$ cat config.mk
export PLATFORM = sky130hd
export DESIGN_NAME = udp_over_tcp_deframer_flat
export DESIGN_NICKNAME = d
export VERILOG_FILES = /design/src/rtl/utdf_pkg.sv /design/src/rtl/utdf_ifs.sv /design/src/rtl/utdf_parser.sv /design/src/rtl/udp_over_tcp_deframer.sv /design/src/flat_wrapper.sv
export VERILOG_INCLUDE_DIRS = /design/src /design/src/rtl
export SDC_FILE = /design/constraint.sdc
export NUM_CORES = 1
export LEC_CHECK = 0
export CAP_MARGIN = 20
export CORE_UTILIZATION = 44
export DETAILED_ROUTE_END_ITERATION = 8
export DONT_BUFFER_PORTS = 1
export MAX_ROUTING_LAYER = met4
export PLACE_DENSITY_LB_ADDON = 0.08
export SLEW_MARGIN = 10
export SYNTH_ARGS = -nofsm -noshare
export SYNTH_HDL_FRONTEND = slang
export SYNTH_HIERARCHICAL = 1
export SYNTH_SLANG_ARGS = --single-unit
$ cat constraint.sdc
create_clock -name clk -period 2.9 [get_ports clk]
set_input_delay 0.29 -clock clk [delete_from_list [all_inputs] [get_ports clk]]
set_output_delay 0.29 -clock clk [all_outputs]
set_load 0.05 [all_outputs]
$ cat src/rtl/udp_over_tcp_deframer_assert.svh
// Assertion macros used by the deframer parser RTL.
`ifndef UDP_OVER_TCP_DEFRAMER_ASSERT_SVH
`define UDP_OVER_TCP_DEFRAMER_ASSERT_SVH

`ifndef SYNTH
// Same-cycle implication, disabled in reset.
`define UTDF_ASSERT(lbl, clk, rst_n, ante, cons) \
    lbl: assert property (@(posedge clk) disable iff (!rst_n) (ante) |-> (cons)) \
        else $error("deframer assertion failed");
// Next-cycle implication, disabled in reset.
`define UTDF_ASSERT_NEXT(lbl, clk, rst_n, ante, cons) \
    lbl: assert property (@(posedge clk) disable iff (!rst_n) (ante) |=> (cons)) \
        else $error("deframer assertion failed");
`else
`define UTDF_ASSERT(lbl, clk, rst_n, ante, cons)
`define UTDF_ASSERT_NEXT(lbl, clk, rst_n, ante, cons)
`endif

`endif

$ cat src/rtl/utdf_pkg.sv
package utdf_pkg;

    typedef enum logic [2:0] {
        ROLE_TYPE    = 3'd0,
        ROLE_ADDRESS = 3'd1,
        ROLE_DOMLEN  = 3'd2,
        ROLE_PORT    = 3'd3,
        ROLE_LENGTH  = 3'd4,
        ROLE_PAYLOAD = 3'd5,
        ROLE_NONE    = 3'd6
    } role_t;

    typedef enum logic [1:0] {
        ST_OK       = 2'd0,
        ST_DECODE   = 2'd1,
        ST_BADADDR  = 2'd2,
        ST_CLEANEND = 2'd3
    } status_t;

    localparam logic [7:0] TYPE_IPV4     = 8'h00;
    localparam logic [7:0] TYPE_IPV6     = 8'h01;
    localparam logic [7:0] TYPE_DOMAIN   = 8'h02;
    localparam logic [7:0] IPV4_ADDR_LEN = 8'd4;
    localparam logic [7:0] IPV6_ADDR_LEN = 8'd16;

    typedef struct packed {
        logic [7:0] out_byte;
        role_t      role;
        logic       frame_last;
        logic       empty_frame;
        status_t    status;
    } result_t;

endpackage

$ cat src/rtl/utdf_ifs.sv
interface utdf_in_if;
    logic       valid;
    logic       ready;
    logic [7:0] in_byte;
    logic       end_of_stream;

    modport source (output valid, output in_byte, output end_of_stream, input ready);
    modport sink (input valid, input in_byte, input end_of_stream, output ready);
endinterface

interface utdf_out_if;
    logic       valid;
    logic       ready;
    logic [7:0] out_byte;
    logic [2:0] byte_role;
    logic       frame_last;
    logic       empty_frame;
    logic [1:0] status;

    modport source (output valid, output out_byte, output byte_role, output frame_last,
                    output empty_frame, output status, input ready);
    modport sink (input valid, input out_byte, input byte_role, input frame_last,
                  input empty_frame, input status, output ready);
endinterface

interface utdf_cfg_if;
    logic valid;
    logic ready;
    logic connect_mode;

    modport source (output valid, output connect_mode, input ready);
    modport sink (input valid, input connect_mode, output ready);
endinterface

$ cat src/rtl/utdf_parser.sv
`include "udp_over_tcp_deframer_assert.svh"

module utdf_parser (
    input  logic              clk,
    input  logic              rst_n,
    input  logic              accept,
    input  logic [7:0]        in_byte,
    input  logic              end_of_stream,
    input  logic              connect_mode,
    output utdf_pkg::result_t res
);
    import utdf_pkg::*;

    typedef enum logic [7:0] {
        PH_START   = 8'b0000_0001,
        PH_ADDR    = 8'b0000_0010,
        PH_DOMLEN  = 8'b0000_0100,
        PH_PORT_HI = 8'b0000_1000,
        PH_PORT_LO = 8'b0001_0000,
        PH_LEN_HI  = 8'b0010_0000,
        PH_LEN_LO  = 8'b0100_0000,
        PH_PAYLOAD = 8'b1000_0000
    } phase_t;

    phase_t      phase_reg, phase_next;
    logic [7:0]  field_rem_reg, field_rem_next;
    logic [7:0]  hold_reg, hold_next;
    logic [15:0] payload_rem_reg, payload_rem_next;
    status_t     sticky_reg, sticky_next;
    logic        pending_reg, pending_next;

    phase_t      ph;
    logic [7:0]  b;
    logic [7:0]  field_dec;
    logic [15:0] payload_dec;
    logic [15:0] frame_len;

    always_comb
    begin
        b           = end_of_stream ? 8'd0 : in_byte;
        field_dec   = field_rem_reg - 8'd1;
        payload_dec = payload_rem_reg - 16'd1;
        frame_len   = {hold_reg, b};
        ph          = (phase_reg == PH_START && connect_mode) ? PH_LEN_HI : phase_reg;

        phase_next       = phase_reg;
        field_rem_next   = field_rem_reg;
        hold_next        = hold_reg;
        payload_rem_next = payload_rem_reg;
        sticky_next      = sticky_reg;
        pending_next     = pending_reg;

        res.out_byte    = b;
        res.role        = ROLE_NONE;
        res.frame_last  = 1'b0;
        res.empty_frame = 1'b0;
        res.status      = ST_OK;

        if (sticky_reg != ST_OK)
        begin
            res.status = sticky_reg;
        end
        else if (end_of_stream)
        begin
            // clean only at a frame boundary in connect mode
            if (phase_reg == PH_START && !pending_reg && connect_mode)
                sticky_next = ST_CLEANEND;
            else
                sticky_next = ST_DECODE;
            pending_next = 1'b0;
            res.status   = sticky_next;
        end
        else if (pending_reg)
        begin
            // unknown type byte reports on the beat after it
            pending_next = 1'b0;
            sticky_next  = ST_BADADDR;
            res.status   = ST_BADADDR;
        end
        else
        begin
            unique case (ph)
                PH_START:
                begin
                    res.role = ROLE_TYPE;
                    case (b)
                        TYPE_IPV4:
                        begin
                            field_rem_next = IPV4_ADDR_LEN;
                            phase_next     = PH_ADDR;
                        end
                        TYPE_IPV6:
                        begin
                            field_rem_next = IPV6_ADDR_LEN;
                            phase_next     = PH_ADDR;
                        end
                        TYPE_DOMAIN:
                        begin
                            phase_next = PH_DOMLEN;
                        end
                        default:
                        begin
                            pending_next = 1'b1;
                        end
                    endcase
                end
                PH_DOMLEN:
                begin
                    res.role = ROLE_DOMLEN;
                    if (b == 8'd0)
                    begin
                        sticky_next = ST_DECODE;
                        res.status  = ST_DECODE;
                    end
                    else
                    begin
                        field_rem_next = b;
                        phase_next     = PH_ADDR;
                    end
                end
                PH_ADDR:
                begin
                    res.role       = ROLE_ADDRESS;
                    field_rem_next = field_dec;
                    if (field_dec == 8'd0)
                        phase_next = PH_PORT_HI;
                end
                PH_PORT_HI:
                begin
                    res.role   = ROLE_PORT;
                    hold_next  = b;
                    phase_next = PH_PORT_LO;
                end
                PH_PORT_LO:
                begin
                    res.role = ROLE_PORT;
                    if (hold_reg == 8'd0 && b == 8'd0)
                    begin
                        sticky_next = ST_BADADDR;
                        res.status  = ST_BADADDR;
                    end
                    else
                    begin
                        phase_next = PH_LEN_HI;
                    end
                end
                PH_LEN_HI:
                begin
                    res.role   = ROLE_LENGTH;
                    hold_next  = b;
                    phase_next = PH_LEN_LO;
                end
                PH_LEN_LO:
                begin
                    res.role         = ROLE_LENGTH;
                    payload_rem_next = frame_len;
                    if (frame_len == 16'd0)
                    begin
                        res.frame_last  = 1'b1;
                        res.empty_frame = 1'b1;
                        phase_next      = PH_START;
                    end
                    else
                    begin
                        phase_next = PH_PAYLOAD;
                    end
                end
                PH_PAYLOAD:
                begin
                    res.role         = ROLE_PAYLOAD;
                    payload_rem_next = payload_dec;
                    if (payload_dec == 16'd0)
                    begin
                        res.frame_last = 1'b1;
                        phase_next     = PH_START;
                    end
                end
                default:
                begin
                    phase_next = PH_START;
                end
            endcase
        end
    end

    always_ff @(posedge clk or negedge rst_n)
    begin
        if (!rst_n)
        begin
            phase_reg       <= PH_START;
            field_rem_reg   <= 8'd0;
            hold_reg        <= 8'd0;
            payload_rem_reg <= 16'd0;
            sticky_reg      <= ST_OK;
            pending_reg     <= 1'b0;
        end
        else if (accept)
        begin
            phase_reg       <= phase_next;
            field_rem_reg   <= field_rem_next;
            hold_reg        <= hold_next;
            payload_rem_reg <= payload_rem_next;
            sticky_reg      <= sticky_next;
            pending_reg     <= pending_next;
        end
    end

    `UTDF_ASSERT_NEXT(a_sticky_holds, clk, rst_n, sticky_reg != ST_OK, sticky_reg == $past(sticky_reg))
    `UTDF_ASSERT(a_pending_at_start, clk, rst_n, pending_reg, sticky_reg == ST_OK && phase_reg == PH_START)
    `UTDF_ASSERT(a_payload_nonzero, clk, rst_n, phase_reg == PH_PAYLOAD, payload_rem_reg != 16'd0)
    `UTDF_ASSERT(a_addr_nonzero, clk, rst_n, phase_reg == PH_ADDR, field_rem_reg != 8'd0)
    `UTDF_ASSERT(a_last_role, clk, rst_n, accept && res.frame_last, res.role == ROLE_LENGTH || res.role == ROLE_PAYLOAD)

endmodule

$ cat src/rtl/udp_over_tcp_deframer.sv
// Length-prefixed datagram deframer for a TCP byte stream.
// data:   one stream byte per beat (in_byte), or an end-of-stream beat.
// result: one beat per input beat: the byte, its role in the frame, frame_last,
//         empty_frame and status (ok, decode failure, invalid address, clean end).
// cfg:    write-only connect_mode; ready is always high. Write it only while the
//         block is idle. The mode is sampled at each frame start.
// A result is registered and appears in the cycle after its data beat is taken.
// Throughput: one beat per cycle; the parser updates in the accepting cycle and
// the output register frees the input side whenever result.ready is high or the
// output register is empty.
// Stall: while result.ready is low with a beat held, data.ready drops and the
// held beat stays stable.
// Reset (rst_n, async active low): connect_mode = 0, parser at frame start, no
// error, output register empty. An error or a clean end sticks until reset; later
// beats pass the byte with role none and the held status.
module udp_over_tcp_deframer (
    input  logic    clk,
    input  logic    rst_n,
    utdf_in_if.sink data,
    utdf_out_if.source result,
    utdf_cfg_if.sink cfg
);
    import utdf_pkg::*;

    logic    connect_mode_reg;
    logic    out_valid_reg;
    result_t res_reg;
    result_t res;
    logic    accept;

    assign cfg.ready  = 1'b1;
    assign data.ready = !out_valid_reg || result.ready;
    assign accept     = data.valid && data.ready;

    always_ff @(posedge clk or negedge rst_n)
    begin
        if (!rst_n)
            connect_mode_reg <= 1'b0;
        else if (cfg.valid)
            connect_mode_reg <= cfg.connect_mode;
    end

    utdf_parser u_parser (
        .clk           (clk),
        .rst_n         (rst_n),
        .accept        (accept),
        .in_byte       (data.in_byte),
        .end_of_stream (data.end_of_stream),
        .connect_mode  (connect_mode_reg),
        .res           (res)
    );

    always_ff @(posedge clk or negedge rst_n)
    begin
        if (!rst_n)
            out_valid_reg <= 1'b0;
        else if (accept)
            out_valid_reg <= 1'b1;
        else if (result.ready)
            out_valid_reg <= 1'b0;
    end

    always_ff @(posedge clk)
    begin
        if (accept)
            res_reg <= res;
    end

    assign result.valid       = out_valid_reg;
    assign result.out_byte    = res_reg.out_byte;
    assign result.byte_role   = res_reg.role;
    assign result.frame_last  = res_reg.frame_last;
    assign result.empty_frame = res_reg.empty_frame;
    assign result.status      = res_reg.status;

endmodule

$ cat src/flat_wrapper.sv
// flat-port wrapper written by rule: the top's interface ports become plain ports
module udp_over_tcp_deframer_flat import utdf_pkg::*;
  (clk, rst_n, data_valid, data_in_byte, data_end_of_stream, data_ready, result_valid, result_out_byte, result_byte_role, result_frame_last, result_empty_frame, result_status, result_ready, cfg_valid, cfg_connect_mode, cfg_ready);
  utdf_in_if data_i ();
  utdf_out_if result_i ();
  utdf_cfg_if cfg_i ();
  input  logic clk;
  input  logic rst_n;
  input wire logic [$bits(data_i.valid)-1:0] data_valid;
  input wire logic [$bits(data_i.in_byte)-1:0] data_in_byte;
  input wire logic [$bits(data_i.end_of_stream)-1:0] data_end_of_stream;
  output wire logic [$bits(data_i.ready)-1:0] data_ready;
  output wire logic [$bits(result_i.valid)-1:0] result_valid;
  output wire logic [$bits(result_i.out_byte)-1:0] result_out_byte;
  output wire logic [$bits(result_i.byte_role)-1:0] result_byte_role;
  output wire logic [$bits(result_i.frame_last)-1:0] result_frame_last;
  output wire logic [$bits(result_i.empty_frame)-1:0] result_empty_frame;
  output wire logic [$bits(result_i.status)-1:0] result_status;
  input wire logic [$bits(result_i.ready)-1:0] result_ready;
  input wire logic [$bits(cfg_i.valid)-1:0] cfg_valid;
  input wire logic [$bits(cfg_i.connect_mode)-1:0] cfg_connect_mode;
  output wire logic [$bits(cfg_i.ready)-1:0] cfg_ready;
  assign data_i.valid = data_valid;
  assign data_i.in_byte = data_in_byte;
  assign data_i.end_of_stream = data_end_of_stream;
  assign data_ready = data_i.ready;
  assign result_valid = result_i.valid;
  assign result_out_byte = result_i.out_byte;
  assign result_byte_role = result_i.byte_role;
  assign result_frame_last = result_i.frame_last;
  assign result_empty_frame = result_i.empty_frame;
  assign result_status = result_i.status;
  assign result_i.ready = result_ready;
  assign cfg_i.valid = cfg_valid;
  assign cfg_i.connect_mode = cfg_connect_mode;
  assign cfg_ready = cfg_i.ready;
  udp_over_tcp_deframer u_core (.clk(clk), .rst_n(rst_n), .data(data_i), .result(result_i), .cfg(cfg_i));
endmodule
==> results.json <==
{
  "wl_per_cell_um": 18.05,
  "synthArstFlopShare_pct": 75.00,
  "dpl.cell_count": 490,
  "tns_ns": 0,
  "routabilityCongestion": 0.8666,
  "cp.arrival_ns": 2.89,
  "ys_warn_count": 6,
  "synthAdderAreaFrac_pct": 1.423,
  "stdcell_area_mm2": 0.003882,
  "die_w_um": 91.41,
  "netlist-cell-type-count": 64,
  "endpoint_kind": "flip-flop",
  "final.fill_count": 759,
  "synth_compound_area_share_pct": 19.42,
  "coreArea_mm2": 0.007727,
  "netlist.area_leader.share_pct": 31.31,
  "post-route-drc-count": 0,
  "antenna_found_initial": 0,
  "path_class": "reg2reg",
  "layout.cells.non_filler": 508,
  "setup_violations": 0,
  "setup_ws_ns": 0.2664,
  "yosysMostFrequentCell": "dfrtp_1",
  "htreeDepth": 3,
  "yosys.area_share.simple_pct": 25.08,
  "synthCells": 395,
  "drt_iter0_drc": 195,
  "layout-area-overhead-vs-synth_pct": 10.39,
  "hpwl_mm": 6.522,
  "clk_latency_ns": 0.34,
  "fin_skew_ns": 0.01034,
  "cts_buffer_depth": 2,
  "synth_top_family_by_area": "simple AND/OR/NAND/NOR gates",
  "ys_ff_latch": 60,
  "routed_via_density": 5.988,
  "die_y_um": 91.41,
  "placed_cell_area_mm2": 0.003662,
  "multiInputGateArea_mm2": 0.001807,
  "maxCapViolCount": 0,
  "grt.total_usage_pct": 24.73,
  "tightestPinTransition_ns": 0.6767,
  "post-route-min-period_ns": 2.634,
  "floorplan.initialDensity_pct": 45.51,
  "grt_pass1_wl_mm": 15.27,
  "utilization_pct": 50.24,
  "maxSlewViolCount": 0,
  "cts_tree": "yes",
  "io_pins": 33,
  "synth-seq-area-share_pct": 44.86,
  "muxShareOfSynthArea_pct": 3.593,
  "synth_ff_type": "dfrtp_1",
  "finalHoldViolCount": 0,
  "via_count": 3042,
  "numPortBuffers": 0,
  "cts-buffers-inserted": 9,
  "status": "finished, final reports clean",
  "floorplan.die_area_mm2": 0.008355,
  "synth_largest_area_cell": "dfrtp_1",
  "nets": 420,
  "gr-usage-met3_pct": 5.109,
  "syn_nets": 414,
  "rows": 32,
  "path_clk_slew_ns": 0.07,
  "fmax_mhz": 379.7,
  "dr.pass1.iters": 5,
  "post_cts.repair.setup_buffers": 0,
  "largest_reg_flops": 16,
  "critPathMaxFanout": 12,
  "rsz0062_at_grt": "no",
  "grt_overflow_total": 0,
  "synth-xor-area-share_pct": 1.743,
  "routed_wl_mm": 9.170,
  "grt_max_degree": 46,
  "regArea_mm2": 0.001578,
  "timing.final.crit_share_pct": 90.81,
  "start_kind": "flip-flop",
  "critPathRequiredTime_ns": 3.16,
  "min_path_type": "in2reg",
  "yosys-top-cells-count": "44 x dfrtp_1, 42 x nand2_1, 40 x nor2_1",
  "drive_gt1_share_pct": 12.32,
  "synth_area_mm2": 0.003517,
  "synthTopCellsByArea": "dfrtp_1 31%, edfxtp_1 13%, a21oi_1 5.4%",
  "grt_pass1_vias": 2947,
  "syn_area_per_cell_um2": 8.904,
  "place_ws_ns": 0.2649,
  "use_met2_pct": 35.46,
  "cts_num_sinks": 60,
  "diodes": 0,
  "p_leak_nw": 1.530,
  "powerDensity_mw_per_mm2": 817.3,
  "busiest_layer": "met2",
  "gr-usage-met1_pct": 34.33,
  "antenna_left": 0,
  "slew_headroom_pct": 54.80,
  "synth_edf_count": 15,
  "cts_root_buffer": "clkbuf_8",
  "ir_drop_mv": 0.3743
}
[placed cells by master (no fill, tap or decap), types with 8 or more instances in the layout]
cell type and n:
dfrtp_1 44, nand2_1 42, nor2_1 40, a21oi_1 38
o21ai_0 31, nor3_1 17, buf_4 15, edfxtp_1 15
clkbuf_8 12, o22ai_1 11, inv_1 10, nand3_1 10
mux2_2 9, nor2b_1 8, nor4_1 8
[final cells by class]
| class | count | share of cell area (%) |
|---|---|---|
| well taps | 102 | 3.287 |
| multi-input cells | 303 | 46.54 |
| clock inverters | 2 | 0.2578 |
| flip-flops and latches | 60 | 40.64 |
| repair buffers | 17 | 3.867 |
| clock buffers | 14 | 4.447 |
| inverters | 10 | 0.9668 |
[power by group]
part | internal (W) | switching [W] | leakage, nW
clock | 0.000378 | 0.000317 | 0.0965
sequential | 0.00104 | 0.000308 | 0.718
combinational | 0.000445 | 0.000681 | 0.715
[logic make-up (layout without fill, tap and decap cells)]
logic type,after synthesis,in the layout
multiplexers,11,11
flip-flops,60,60
AND/OR/NAND/NOR,167,167
XOR/XNOR,7,7
adder cells (fa/ha/maj),4,4
AO/OA/AOI/OAI,113,113
buffers and inverters,32,43
other,1,1
[per-stage QoR]
stage / power, W / hold slack (ns)
global placement: 0.002438 / -0.004469
global route: 0.003410 / 0.07604
CTS: 0.003183 / 0.05691
floorplan: 0.002167 / -0.005591
detailed placement: 0.002457 / -0.004446
finish: 0.003173 / 0.06872
[routing by layer]
| metal | vias to the layer above | routed length (um) |
|---|---|---|
| met1 | 1461 | 4466 |
| met2 | 102 | 3979 |
| met4 | 0 | 148 |
| met3 | 12 | 576 |
| met5 | - | 0 |
| li1 | 1467 | - |
[final timing paths]
| path | endpoint | depth (start not counted) | startpoint | slack, ns |
|---|---|---|---|---|
| setup / recovery | u_core/u_parser/phase_reg[0]$_DFFE_PN1P_ | 9 | u_core/u_parser/payload_rem_reg[0]$_DFFE_PN0P_ | 0.27 |
| hold reg to reg | u_core/u_parser/field_rem_reg[7]$_DFFE_PN0P_ | 2 | u_core/u_parser/field_rem_reg[7]$_DFFE_PN0P_ | 0.51 |
| hold / removal | u_core/result.valid$_DFFE_PN0P_ | 1 | data_valid | 0.07 |
| max in group asynchronous | u_core/u_parser/phase_reg[0]$_DFFE_PN1P_ | 2 | rst_n | 2.15 |
| min in group asynchronous | u_core/result.valid$_DFFE_PN0P_ | 2 | rst_n | 0.47 |
| setup reg to reg | u_core/u_parser/phase_reg[0]$_DFFE_PN1P_ | 9 | u_core/u_parser/payload_rem_reg[0]$_DFFE_PN0P_ | 0.27 |
[repair_timing]
item	in CTS	in global routing
gates resized for setup	0	0
endpoints found under the hold margin	45	0
setup endpoints to repair	0	0
hold buffers	2	0
[worst max-delay path, stage by stage, from the launching register on]
cell and delay [ns]:
dfrtp_1 0.41, inv_1 0.06, ha_1 0.21, buf_4 0.18, nand2b_1 0.18, a311oi_1 0.29, o22ai_1 0.10, or4_4 0.56
a21oi_1 0.21, mux2_2 0.36
(Power assumes the default switching activity.)
